`config.mk`:
```
export PLATFORM = sky130hd
export DESIGN_NAME = rpa_core
export DESIGN_NICKNAME = d
export VERILOG_FILES = /design/src/hw/rtl/rpa_pkg.sv /design/src/hw/rtl/rpa_core.sv
export SDC_FILE = /design/constraint.sdc
export NUM_CORES = 1
export LEC_CHECK = 0
export BUFFER_PORTS_ARGS = -buffer_cell sky130_fd_sc_hd__buf_2
export CORE_MARGIN = 1.5
export CORE_UTILIZATION = 48
export DETAILED_ROUTE_END_ITERATION = 10
export PLACE_DENSITY = 0.76
export RECOVER_POWER = 50
export SYNTH_ARGS = -nofsm -noshare
export SYNTH_HDL_FRONTEND = slang
export SYNTH_SLANG_ARGS = --single-unit
```
`constraint.sdc`:
```
create_clock -name clk_i -period 2.4 [get_ports clk_i]
set_clock_uncertainty 0.05 [all_clocks]
set_input_delay 0.24 -clock clk_i [delete_from_list [all_inputs] [get_ports clk_i]]
set_output_delay 0.24 -clock clk_i [all_outputs]
set_load 0.05 [all_outputs]
```
`src/hw/rtl/rpa_pkg.sv`:
```
// Shared types, constants and codes of the reference-counted page allocator.
`timescale 1ns / 1ps
package rpa_pkg;

  // Sizing
  localparam int unsigned NUM_PAGES  = 32768;
  localparam int unsigned PAGE_SHIFT = 12;
  localparam int unsigned COUNT_BITS = 8;
  localparam int unsigned PAGE_W     = $clog2(NUM_PAGES);
  localparam int unsigned DEPTH_W    = PAGE_W + 1;
  localparam int unsigned OFF_W      = 28;
  localparam int unsigned IDX_W      = OFF_W - PAGE_SHIFT;
  localparam int unsigned POFF_W     = 27;
  localparam int unsigned CFG_W      = 15;
  localparam int unsigned STAT_W     = 3;
  localparam int unsigned REQ_W      = 2;

  // Request codes
  localparam logic [REQ_W-1:0] REQ_ALLOC = 2'd0;
  localparam logic [REQ_W-1:0] REQ_FREE  = 2'd1;
  localparam logic [REQ_W-1:0] REQ_ADD   = 2'd2;
  localparam logic [REQ_W-1:0] REQ_READ  = 2'd3;

  // Status codes
  localparam logic [STAT_W-1:0] ST_OK        = 3'd0;
  localparam logic [STAT_W-1:0] ST_BAD_ADDR  = 3'd1;
  localparam logic [STAT_W-1:0] ST_FREE_ZERO = 3'd2;
  localparam logic [STAT_W-1:0] ST_NO_MEM    = 3'd3;
  localparam logic [STAT_W-1:0] ST_OVERFLOW  = 3'd4;

  localparam logic [COUNT_BITS-1:0] COUNT_MAX = {COUNT_BITS{1'b1}};

  typedef struct packed {
    logic [REQ_W-1:0] req_type;
    logic [OFF_W-1:0] address_offset;
  } rpa_req_t;

  typedef struct packed {
    logic [STAT_W-1:0]     status;
    logic [POFF_W-1:0]     page_offset;
    logic [COUNT_BITS-1:0] ref_count;
    logic                  page_released;
  } rpa_res_t;

  // Command bundle from the sequencer to the count memory
  typedef struct packed {
    logic                  we;
    logic [PAGE_W-1:0]     waddr;
    logic [COUNT_BITS-1:0] wdata;
    logic [PAGE_W-1:0]     raddr;
  } rpa_cnt_cmd_t;

  // Command bundle from the sequencer to the free stack memory
  typedef struct packed {
    logic              we;
    logic [PAGE_W-1:0] waddr;
    logic [PAGE_W-1:0] wdata;
    logic [PAGE_W-1:0] raddr;
  } rpa_stk_cmd_t;

  typedef enum logic [2:0] {
    S_CLEAR = 3'b001,
    S_IDLE  = 3'b010,
    S_EXEC  = 3'b100
  } rpa_state_e;

endpackage

```
`src/hw/rtl/rpa_core.sv`:
```
// Request sequencer: address check, memory read-modify-write and result register.
`timescale 1ns / 1ps
module rpa_core (
  input  logic                              clk_i,
  input  logic                              rst_ni,
  input  logic                              start_i,
  input  rpa_pkg::rpa_req_t                 req_i,
  input  logic [rpa_pkg::CFG_W-1:0]         first_page_i,
  output logic                              busy_o,
  output logic                              res_valid_o,
  output rpa_pkg::rpa_res_t                 res_o,
  output rpa_pkg::rpa_cnt_cmd_t             cnt_cmd_o,
  input  logic [rpa_pkg::COUNT_BITS-1:0]    cnt_rdata_i,
  output rpa_pkg::rpa_stk_cmd_t             stk_cmd_o,
  input  logic [rpa_pkg::PAGE_W-1:0]        stk_rdata_i
);
  import rpa_pkg::*;

  rpa_state_e            state_q, state_d;
  logic [PAGE_W-1:0]     clr_q, clr_d;
  logic [DEPTH_W-1:0]    depth_q, depth_d;
  logic [PAGE_W-1:0]     fresh_q, fresh_d;
  logic                  exh_q, exh_d;
  logic                  res_vld_q, res_vld_d;
  rpa_res_t              res_q, res_d;
  logic [REQ_W-1:0]      req_q;
  logic [PAGE_W-1:0]     page_q;
  logic                  bad_q;

  logic                  accept;
  logic [IDX_W-1:0]      idx;
  logic                  bad_addr;
  logic [COUNT_BITS-1:0] cnt_m1;
  logic [PAGE_W-1:0]     alloc_pg;

  assign accept = start_i && (state_q == S_IDLE);
  assign busy_o = (state_q != S_IDLE);

  // Page index and range check of the incoming offset
  assign idx      = req_i.address_offset[OFF_W-1:PAGE_SHIFT];
  assign bad_addr = (|req_i.address_offset[PAGE_SHIFT-1:0]) ||
                    ({1'b0, idx} >= (IDX_W+1)'(NUM_PAGES)) ||
                    (idx < IDX_W'(first_page_i));

  // Latch the request
  always_ff @(posedge clk_i) begin
    if (accept) begin
      req_q  <= req_i.req_type;
      page_q <= idx[PAGE_W-1:0];
      bad_q  <= bad_addr;
    end
  end

  assign cnt_m1 = cnt_rdata_i - COUNT_BITS'(1);

  // Sequencer and read-modify-write
  always_comb begin
    state_d   = state_q;
    clr_d     = clr_q;
    depth_d   = depth_q;
    fresh_d   = fresh_q;
    exh_d     = exh_q;
    res_vld_d = 1'b0;
    res_d     = res_q;
    alloc_pg  = fresh_q;

    cnt_cmd_o.we    = 1'b0;
    cnt_cmd_o.waddr = page_q;
    cnt_cmd_o.wdata = '0;
    cnt_cmd_o.raddr = idx[PAGE_W-1:0];
    stk_cmd_o.we    = 1'b0;
    stk_cmd_o.waddr = depth_q[PAGE_W-1:0];
    stk_cmd_o.wdata = page_q;
    stk_cmd_o.raddr = PAGE_W'(depth_q - DEPTH_W'(1));

    case (state_q)
      // Zero the count memory, one entry a cycle
      S_CLEAR: begin
        cnt_cmd_o.we    = 1'b1;
        cnt_cmd_o.waddr = clr_q;
        clr_d           = clr_q + PAGE_W'(1);
        if (clr_q == PAGE_W'(NUM_PAGES - 1)) begin
          state_d = S_IDLE;
        end
      end

      // Reads for the accepted request go out this cycle
      S_IDLE: begin
        if (accept) begin
          state_d = S_EXEC;
        end
      end

      // Memory data is back: decide, write back, register result
      S_EXEC: begin
        state_d   = S_IDLE;
        res_vld_d = 1'b1;
        res_d     = '0;
        if (req_q == REQ_ALLOC) begin
          if (depth_q != '0) begin
            alloc_pg = stk_rdata_i;
            depth_d  = depth_q - DEPTH_W'(1);
          end else if (exh_q || (fresh_q < first_page_i)) begin
            exh_d        = 1'b1;
            res_d.status = ST_NO_MEM;
          end else if (fresh_q == '0) begin
            exh_d = 1'b1;
          end else begin
            fresh_d = fresh_q - PAGE_W'(1);
          end
          if (res_d.status == ST_OK) begin
            cnt_cmd_o.we      = 1'b1;
            cnt_cmd_o.waddr   = alloc_pg;
            cnt_cmd_o.wdata   = COUNT_BITS'(1);
            res_d.page_offset = POFF_W'(alloc_pg) << PAGE_SHIFT;
            res_d.ref_count   = COUNT_BITS'(1);
          end
        end else if (bad_q) begin
          res_d.status = ST_BAD_ADDR;
        end else if (req_q == REQ_FREE) begin
          if (cnt_rdata_i == '0) begin
            res_d.status = ST_FREE_ZERO;
          end else begin
            cnt_cmd_o.we    = 1'b1;
            cnt_cmd_o.wdata = cnt_m1;
            if (cnt_m1 == '0) begin
              // Last reference gone: push on the free stack unless full
              res_d.page_released = 1'b1;
              if (depth_q < DEPTH_W'(NUM_PAGES)) begin
                stk_cmd_o.we = 1'b1;
                depth_d      = depth_q + DEPTH_W'(1);
              end
            end else begin
              res_d.ref_count = cnt_m1;
            end
          end
        end else if (req_q == REQ_ADD) begin
          if (cnt_rdata_i == COUNT_MAX) begin
            res_d.status    = ST_OVERFLOW;
            res_d.ref_count = cnt_rdata_i;
          end else begin
            cnt_cmd_o.we    = 1'b1;
            cnt_cmd_o.wdata = cnt_rdata_i + COUNT_BITS'(1);
            res_d.ref_count = cnt_rdata_i + COUNT_BITS'(1);
          end
        end else begin
          res_d.ref_count = cnt_rdata_i;
        end
      end

      default: begin
        state_d = S_IDLE;
      end
    endcase
  end

  // Control state
  always_ff @(posedge clk_i or negedge rst_ni) begin
    if (!rst_ni) begin
      state_q   <= S_CLEAR;
      clr_q     <= '0;
      depth_q   <= '0;
      fresh_q   <= PAGE_W'(NUM_PAGES - 1);
      exh_q     <= 1'b0;
      res_vld_q <= 1'b0;
    end else begin
      state_q   <= state_d;
      clr_q     <= clr_d;
      depth_q   <= depth_d;
      fresh_q   <= fresh_d;
      exh_q     <= exh_d;
      res_vld_q <= res_vld_d;
    end
  end

  // Result payload
  always_ff @(posedge clk_i) begin
    res_q <= res_d;
  end

  assign res_valid_o = res_vld_q;
  assign res_o       = res_q;

endmodule

```
# After elaboration in Yosys (flattened, before gate mapping)
# Cells that the tools add are included.
[word_totals]
inputBits = 71
reg_bits = 108
elab_cells = 119
output_inout_bits = 126
[op_classes]
bitwise = 4
eq_ne = 13
reduce_logical = 21
order_cmp = 4
addsub = 6
mux = 57
[op_table]
columns = ["operator", "n"]
rows = [
  ["16-bit 2-to-1 mux", 7],
  ["8-bit 2-to-1 mux", 12],
  ["16-bit case mux with 2 select lines", 1],
  ["15-bit 2-to-1 mux", 2],
  ["3-bit 2-to-1 mux", 9],
  ["24-bit 2-to-1 mux", 1],
  ["1-bit 2-to-1 mux", 19],
  ["9-bit 2-to-1 mux", 2],
  ["16-bit by 1-bit adder with 16-bit output (second input constant)", 1],
  ["16-bit >= comparator (second input constant)", 1],
  ["8-bit zero test", 2],
  ["16-bit by 15-bit < comparator with 1-bit output", 1],
  ["16-bit < comparator (second input constant)", 1],
  ["16-bit nonzero test", 1],
  ["16-bit by 1-bit subtractor with 16-bit output (second input constant)", 1],
  ["15-bit by 1-bit adder with 15-bit output (second input constant)", 1],
  ["15-bit equality test (second input constant)", 1],
  ["15-bit zero test", 1],
  ["15-bit < comparator", 1],
  ["15-bit by 1-bit subtractor with 15-bit output (second input constant)", 1],
  ["12-bit OR reduction", 1],
  ["8-bit by 1-bit adder with 8-bit output (second input constant)", 1],
  ["8-bit equality test (second input constant)", 1],
  ["2-bit nonzero test", 4],
  ["21 further kinds", 32],
]

# Logic depth before layout (Yosys ltp)
# Gate-level depths: netlist of run 1.
[depth]
depth_word = 10
ltp_mapped = 10

# Worst setup path before layout of run 1
# Ideal clock, no wire load.
[synth_path]
path_type = "reg-to-output"
from = "register state_q[1]"
to = "output stk_cmd_o[45] (netlist bit)"
arrival_time_ns = 3.377
path_slack_ns = -1.267
path_stages_with_launch = 5
t_required_ns = 2.110
path_cell_list = "dfrtp_1 -> or3b_1 -> inv_1 -> nand2_1 -> nor4_1"
[synth_rtl]
columns = ["item", "line_no", "source"]
rows = [
  ["start, declared", "rpa_core.sv:19", "rpa_state_e state_q, state_d;"],
  ["start signal, assigned", "rpa_core.sv:167", "state_q <= state_d;"],
  ["end, declared", "rpa_core.sv:14", "output rpa_pkg::rpa_stk_cmd_t stk_cmd_o,"],
]

==> results by group, run 1 <==
Worst hold path
  • Hold Crit Class: in -> reg

Placement
  • HPWL Detailed: 15.43 mm
  • Port Buffers: 184
  • Placed instance count: about 1.1k
  • Final estimated routing congestion in global placement: 0.9129
  • Area after DPL: 0.008373 mm²

Setup path
  • Buf+Inv Stages, Crit Path: 2
  • Most used cell, CP: and2_4
  • Worst setup path class: reg -> out
  • Cell at the slowest stage of the critical path: dfstp_2
  • Worst EP arrival: 2790 ps
  • CP Max Fanout: 7
  • Worst-path cell chain: ha_4, and2_4, a221o_1, a211oi_2, o21ai_2, and2_4, buf_6, a221o_2, buf_8
  • Critical Path Sink Type: primary output
  • CP delay by family, top: compound AO/OA/AOI/OAI gates
  • Startpoint types: register
  • Crit-path max cell delay: 550 ps
  • Worst EP required: 2110 ps

Flow run
  • MaxCap Viol Count: 0

Logic synthesis
  • Post-synthesis cell type count: 69
  • Top FF cell, synth: edfxtp_1
  • Fraction of registers with async set/reset: between 50% and 60%
  • Cell count after synthesis: 687
  • Cell taking the most area after synthesis: edfxtp_1
  • Top-area cell type share of the netlist area: between 20 and 25%
  • Largest cells by area after synthesis: edfxtp_1 20%, dfrtp_1 13%, ha_1 6.8%
  • Seq/Total Area, Yosys: between 40% and 50%
  • Post-synth EDFFs: 45
  • Synth Cell Area: 0.006603 mm²
  • Synth Register Bits: 96
  • Syn. warnings: 0
  • Syn Area/Cell: 9.611 µm²

STA
  • Worst hold slack: 39.65 ps
  • RSZ-0062 raised after global routing: true
  • Final hold vios: 0
  • Fmax: 0.3242 GHz
  • Setup WS post-layout: -685.0 ps
  • Max-slew violation count: 0
  • Crit share post-route: 128.5%
  • Min cycle time layout: 3085 ps
  • Worst-margin pin slew: roughly 1100 ps
  • Max_slew headroom: 27.05%
  • Final setup fails: 21

CTS
  • Max Buffers Root-to-Sink: 2
  • CTS buffer count: 9
  • CTS tree: done
  • Worst-path clk slew: roughly 70 ps
  • Clk_lat worst skew: 360 ps
  • Clock Sinks: 96
  • Root Driver: clkbuf_16
  • CTS H-tree depth: 3

Detailed routing
  • Pre-Repair DR Iteration Count: 5
  • Via density: 5.551
  • Antenna-violating nets left: 0
  • DRC errors left: 0
  • Average wire per standard cell: 18.07 µm
  • Initial DRC count: 514
  • Routed vias: 6239
  • Routed WL: 20.32 mm

Outcome
  • Violated checks: setup timing
  • Run status: finished, violations left

Layout
  • NumNets Final: 1050
  • Final core utilization: 69.21%
  • Ratio of cells with drive above 1 in the final layout: 38.40%
  • Area delta synth->final: 39.91%
  • Design area: 0.009238 mm²
  • ANT cells: 0
  • Final Non-Filler Cells: between 1k and 1.5k
  • Fillers: 1054

Global route
  • First-pass GRT wire length: 31.68 mm
  • Vias in the first global route: 6042
  • Largest net degree at the start of global routing: 23
  • Total grt overflow: 0
  • GRT Total Usage: 28.39%
  • Initial antenna violation count: 0

Power
  • Internal: 4.159 mW
  • Sw Share: 43.22%
  • Clk pwr share: 24.6%
  • Flop pwr share: 28.4%
  • Maximum VDD drop: 0.4392 mV
  • Pleak: around 4.1 nW
  • P_sw: ~3.2 mW
  • PwrDens: 792.9 mW/mm²
  • Combinational share of power: 47.1%

Floorplanning
  • Die span in y: 120.3 µm
  • Initial Util: 49.47%
  • Top Ports: roughly 200
  • Core area: 0.01335 mm²
  • Std-Cell Rows: 42
  • Area of the die: around 0.014 mm²
  • Die width: 120.3 µm
## power by group through the flow
stage | registers, mW | logic (mW) | clock network [mW]
6_report | 2.08 | 3.45 | 1.80
2_1_floorplan | 2.47 | 1.96 | 0
3_3_place_gp | 2.11 | 3.10 | 0
5_1_grt | 2.10 | 3.63 | 1.87
3_5_place_dp | 2.11 | 3.12 | 0
4_1_cts | 2.08 | 3.37 | 1.81
## worst register-to-register path, cell delays in order (launching register included)
cell	delay [ps]
dfstp_2	550
ha_4	190
and2_4	150
a221o_1	360
a211oi_2	210
o21ai_2	100
buf_4	170
buf_12	150
nand2b_1	160
a21oi_2	150
## final timing paths
check / slack (ps) / endpoint / start / cells after the start
setup / recovery: -680 / cnt_cmd_o[30] / fresh_q[9] / 9
max in group asynchronous: 480 / res_valid_o / rst_ni / 3
setup reg to reg: 10 / res_o[37] / fresh_q[9] / 9
hold reg to reg: 440 / clr_q[13] / clr_q[13] / 1
hold / removal: 40 / req_q[0] / req_i[28] / 1
min in group asynchronous: 560 / clr_q[7] / rst_ni / 2
## metrics by stage
step	setup slack (ps)	power [mW]	setup TNS [ps]
after detailed placement	-401.6	5.234	-6858
after floorplan	-273.3	4.426	-3944
after global placement	-340.1	5.207	-5612
after global routing	-728.8	7.600	-12810
final	-685.0	7.324	-11060
after CTS	-671.6	7.257	-10890
## logic make-up after synthesis
kind of cell,Yosys count,synth area share [%]
simple gates,266,21.96
compound gates,108,11.28
buf+inv,105,9.267
flops,96,40.10
xor+xnor,59,7.826
fa+ha+maj,37,6.974
mux,15,2.539
other cells,1,0.05680
## cells in the mapped netlist, types with 8 or more instances
| master | count |
|---|---|
| a21o_1 | 8 |
| a21oi_1 | 37 |
| a221o_1 | 16 |
| and2_1 | 23 |
| and3_1 | 18 |
| buf_4 | 46 |
| clkbuf_1 | 21 |
| dfrtp_1 | 35 |
| dfstp_2 | 16 |
| edfxtp_1 | 45 |
| ha_1 | 36 |
| inv_1 | 27 |
| mux2_2 | 14 |
| nand2_1 | 48 |
| nand3_1 | 27 |
| nand4_1 | 14 |
| nor2_1 | 54 |
| nor3_1 | 24 |
| nor4_1 | 10 |
| o21ai_0 | 14 |
| xnor2_1 | 35 |
| xor2_1 | 24 |
## cell usage in the layout (no fill, tap or decap), types with 5 or more instances in the layout
cell and n:
o21ai_0 13, and3_1 18, nor2_2 5, buf_2 74, nand2_1 43, edfxtp_1 45, inv_1 22, a21oi_1 33
nor2_1 46, ha_4 5, buf_4 119, mux2_2 14, dfrtp_1 35, nor3_4 6, conb_1 12, nor3_1 18
xnor2_1 33, a21o_1 8, ha_1 31, clkbuf_1 78, nand3_1 27, buf_6 29, and2_1 20, a221o_2 15
nor4_1 9, clkbuf_16 9, nand4_1 14, dfstp_2 16, xor2_1 21
## state kept, by name (all words and copies together) (netlist names)
| signal | count |
|---|---|
| bad_q | 1 |
| clr_q | 15 |
| depth_q | 16 |
| exh_q | 1 |
| fresh_q | 15 |
| page_q | 15 |
| req_q | 2 |
| res_o | 27 |
| res_valid_o | 1 |
| state_q | 3 |
## cell type report
cell class | instances | area (µm²) | share of cell area [%]
multi-input cells | 497 | 3841 | 41.58
flip-flops and latches | 96 | 2648 | 28.66
repair buffers | 312 | 2043 | 22.12
clock buffers | 9 | 225.2 | 2.438
well taps | 176 | 220.2 | 2.384
clock inverters | 7 | 142.6 | 1.544
inverters | 27 | 117.6 | 1.273
## repair_timing
item,CTS,global route
setup buffers,6,8
hold endpoints to repair,10,0
gates resized for setup,81,48
hold buffers,2,0
pin swaps,11,16
setup endpoints to repair,33,54
## metal layers
| layer | routed length [µm] | global-route usage, % | vias to the layer above |
|---|---|---|---|
| li1 | - | - | 2930 |
| met1 | 8384 | 36.64 | 2967 |
| met2 | 9948 | 48.07 | 304 |
| met3 | 1410 | 4.057 | 38 |
| met4 | 573 | 11.54 | 0 |
| met5 | 0 | 0 | - |
No activity file was read; power rests on OpenSTA's default activity.
==> run 2: changes to the inputs <==
--- a/config.mk
+++ b/config.mk
@@ -9,6 +9,7 @@
 export CORE_MARGIN = 1.5
 export CORE_UTILIZATION = 48
 export DETAILED_ROUTE_END_ITERATION = 10
+export GPL_TIMING_DRIVEN = 0
 export PLACE_DENSITY = 0.76
 export RECOVER_POWER = 50
 export SYNTH_ARGS = -nofsm -noshare
==> run 2 against run 1 <==
The flow still finishes with violations (setup timing); non-clock buffer count shrank 2; die area is the same; combinational power grew 5%; critical path depth is the same; clock power shrank 10%; via count grew 3.1%; setup slack lost 150 ps; flip-flop and latch count is the same; largest cell class unchanged; highest routed layer unchanged.
==> results by group, run 2 (synthesis results as in run 1) <==
Outcome
  • Run status: finished, violations left
  • Violated checks: setup timing

Detailed routing
  • Antenna-violating nets left: 0 (unchanged)
  • DRC errors left: 0 (unchanged)
  • Via density: 5.728 (+3.2%)
  • Pre-Repair DR Iteration Count: 7 (+2)
  • Average wire per standard cell: 19.36 µm (+7.1%)
  • Routed WL: 21.74 mm (+7.0%)
  • Initial DRC count: 800 (+56%)
  • Routed vias: 6433 (+3.1%)

Global route
  • Initial antenna violation count: 0 (unchanged)
  • Total grt overflow: 0 (unchanged)
  • First-pass GRT wire length: 31.08 mm (-1.9%)
  • GRT Total Usage: 27.79% (-0.60 points)
  • Vias in the first global route: 5910 (-2.2%)
  • Largest net degree at the start of global routing: 52 (+130%)

Floorplanning
  • Die width: 120.3 µm (unchanged)
  • Top Ports: 197 (unchanged)
  • Core area: 0.01335 mm² (unchanged)
  • Initial Util: 49.47% (unchanged)
  • Die span in y: 120.3 µm (unchanged)
  • Std-Cell Rows: 42 (unchanged)
  • Area of the die: 0.01447 mm² (unchanged)

STA
  • RSZ-0062 raised after global routing: true
  • Setup WS post-layout: -834.1 ps (-149.2 ps)
  • Min cycle time layout: 3234 ps (+149.2 ps)
  • Max-slew violation count: 0 (unchanged)
  • Max_slew headroom: 8.820% (-18 points)
  • Worst hold slack: 13.70 ps (-25.95 ps)
  • Final hold vios: 0 (unchanged)
  • Worst-margin pin slew: 1368 ps (+273.5 ps)
  • Crit share post-route: 134.8% (+6.2 points)
  • Final setup fails: 43 (+100%)
  • Fmax: 0.3092 GHz (-4.6%)

Setup path
  • CP delay by family, top: compound AO/OA/AOI/OAI gates
  • Crit-path max cell delay: 560 ps (about the same)
  • R2R Path Start: fresh_q[14]
  • Worst setup path class: reg -> out
  • R2r worst-path depth: 8 (-1)
  • CP Max Fanout: 7 (unchanged)
  • Cell at the slowest stage of the critical path: dfstp_2
  • Worst-path cell chain: ha_4, a21o_1, a221o_1, a211oi_2, o21ai_2, and2_4, buf_12, a221o_2, buf_8
  • Reg-to-reg setup timing slack: -210 ps (-220 ps)
  • Critical Path Sink Type: primary output
  • Worst R2R End: fresh_q[8]
  • Worst EP required: 2110 ps (about the same)
  • Buf+Inv Stages, Crit Path: 2 (unchanged)
  • Startpoint types: register
  • Worst EP arrival: 2940 ps (+150 ps)
  • Critical Path Source: fresh_q[8]

Power
  • P_sw: 3.275 mW (+3.5%)
  • Maximum VDD drop: 0.4730 mV (+7.7%)
  • Pleak: 4.141 nW (-0.20%)
  • Flop pwr share: 29.1% (+0.7 points)
  • PwrDens: 793.4 mW/mm² (about the same)
  • Sw Share: 44.37% (+1.2 points)
  • Overall Power: 7.382 mW (+0.79%)
  • Internal: 4.107 mW (-1.2%)
  • Combinational share of power: 49.0% (+1.9 points)
  • Clk pwr share: 22.0% (-2.6 points)

CTS
  • CTS buffer count: 9 (unchanged)
  • Worst-path clk slew: 70 ps (about the same)
  • # hold bufs at CTS: 0 (-2)
  • Max Buffers Root-to-Sink: 2 (unchanged)
  • CTS tree: done
  • CTS H-tree depth: 3 (unchanged)
  • Clk_lat worst skew: 360 ps (about the same)
  • Clock Sinks: 96 (unchanged)
  • Root Driver: clkbuf_16

Layout
  • Largest register FFs: 27 (unchanged)
  • Fillers: 1046 (-0.76%)
  • Area delta synth->final: 40.93%
  • FF+latch area: 0.002653 mm² (+0.19%)
  • Ratio of cells with drive above 1 in the final layout: 39.39% (+0.99 points)
  • Area of the multi-input gates: 0.003949 mm² (+2.8%)
  • NumNets Final: 1049 (-0.095%)
  • Most frequent cells in the layout: 102 x buf_4, 87 x clkbuf_1, 79 x buf_2
  • Most common cell after layout, fill and taps aside: buf_4
  • ANT cells: 0 (unchanged)
  • Design area: 0.009305 mm² (+0.73%)

Flow run
  • MaxCap Viol Count: 0 (unchanged)

Worst hold path
  • Hold Startpoint: req_i[28]
  • Hold Crit Class: in -> reg
  • Hold path depth: 1 (unchanged)
  • Hold endpoint: req_q[0]

Placement
  • Final estimated routing congestion in global placement: 0.9178 (+0.54%)
  • Port Buffers: 181 (-1.6%)
  • HPWL Detailed: 14.58 mm (-5.5%)
  • Area after DPL: 0.007998 mm² (-4.5%)
## run 2: changes by cell type in the layout (fill, tap and decap cells not counted), moves of 3 or more
cell	previous run	this run
buf_4	119	102
buf_8	4	13
clkbuf_1	78	87
buf_6	29	21
buf_2	74	79
dfrtp_1	35	31
dfrtp_2	0	4
clkbuf_16	9	12
nor2_1	46	43
## run 2: layout make-up
type	count	area share, %
sequential	96	28.51
buffer	72	5.836
clock buffer	11	2.730
tap	176	2.367
timing repair buffer	238	16.00
inverter	27	1.237
clock inverter	5	0.8337
timing repair inverter	1	0.05379
multi-input combinational	497	42.44
## run 2: worst max path at each step
stage / to / slack, ps / depth (start not counted)
floorplan: cnt_cmd_o[28] / -270 / 8
global placement: cnt_cmd_o[38] / -660 / 9
detailed placement: cnt_cmd_o[38] / -670 / 9
CTS: cnt_cmd_o[24] / -860 / 10
global route: cnt_cmd_o[36] / -890 / 10
finish: cnt_cmd_o[24] / -830 / 9
## run 2: routing by layer
| layer | up-vias | part of all wire [%] | global-route usage (%) |
|---|---|---|---|
| li1 | 2920 | - | - |
| met1 | 3036 | 39 | 35.85 |
| met2 | 414 | 49 | 47.82 |
| met3 | 63 | 8.8 | 5.519 |
| met4 | 0 | 2.7 | 7.353 |
| met5 | - | 0 | 0 |
## run 2: power groups by stage
stage,combinational [mW],sequential [mW],clock [mW]
detailed placement,2.98,2.14,0
global placement,2.96,2.13,0
finish,3.61,2.15,1.62
global route,3.76,2.16,1.68
floorplan,1.96,2.47,0
CTS,3.26,2.15,1.62
## run 2: through the flow
step                TNS [ps]  setup slack [ps]  cells  util (%)
global route          -20310            -892.8   1123     69.71
detailed placement    -22730            -668.5   1055     59.92
global placement      -20580            -656.5   1055     59.92
CTS                   -14840            -860.9   1088     66.23
floorplan              -3944            -273.3    698         -
finish                -15290            -834.1   1123     69.71
## run 2: timing repair
item | CTS | global route
resized for setup | 99 | 75
buffers inserted | 20 | 36
pin swaps | 11 | 24
endpoints found under the setup margin | 68 | 73
cloned | 1 | 2
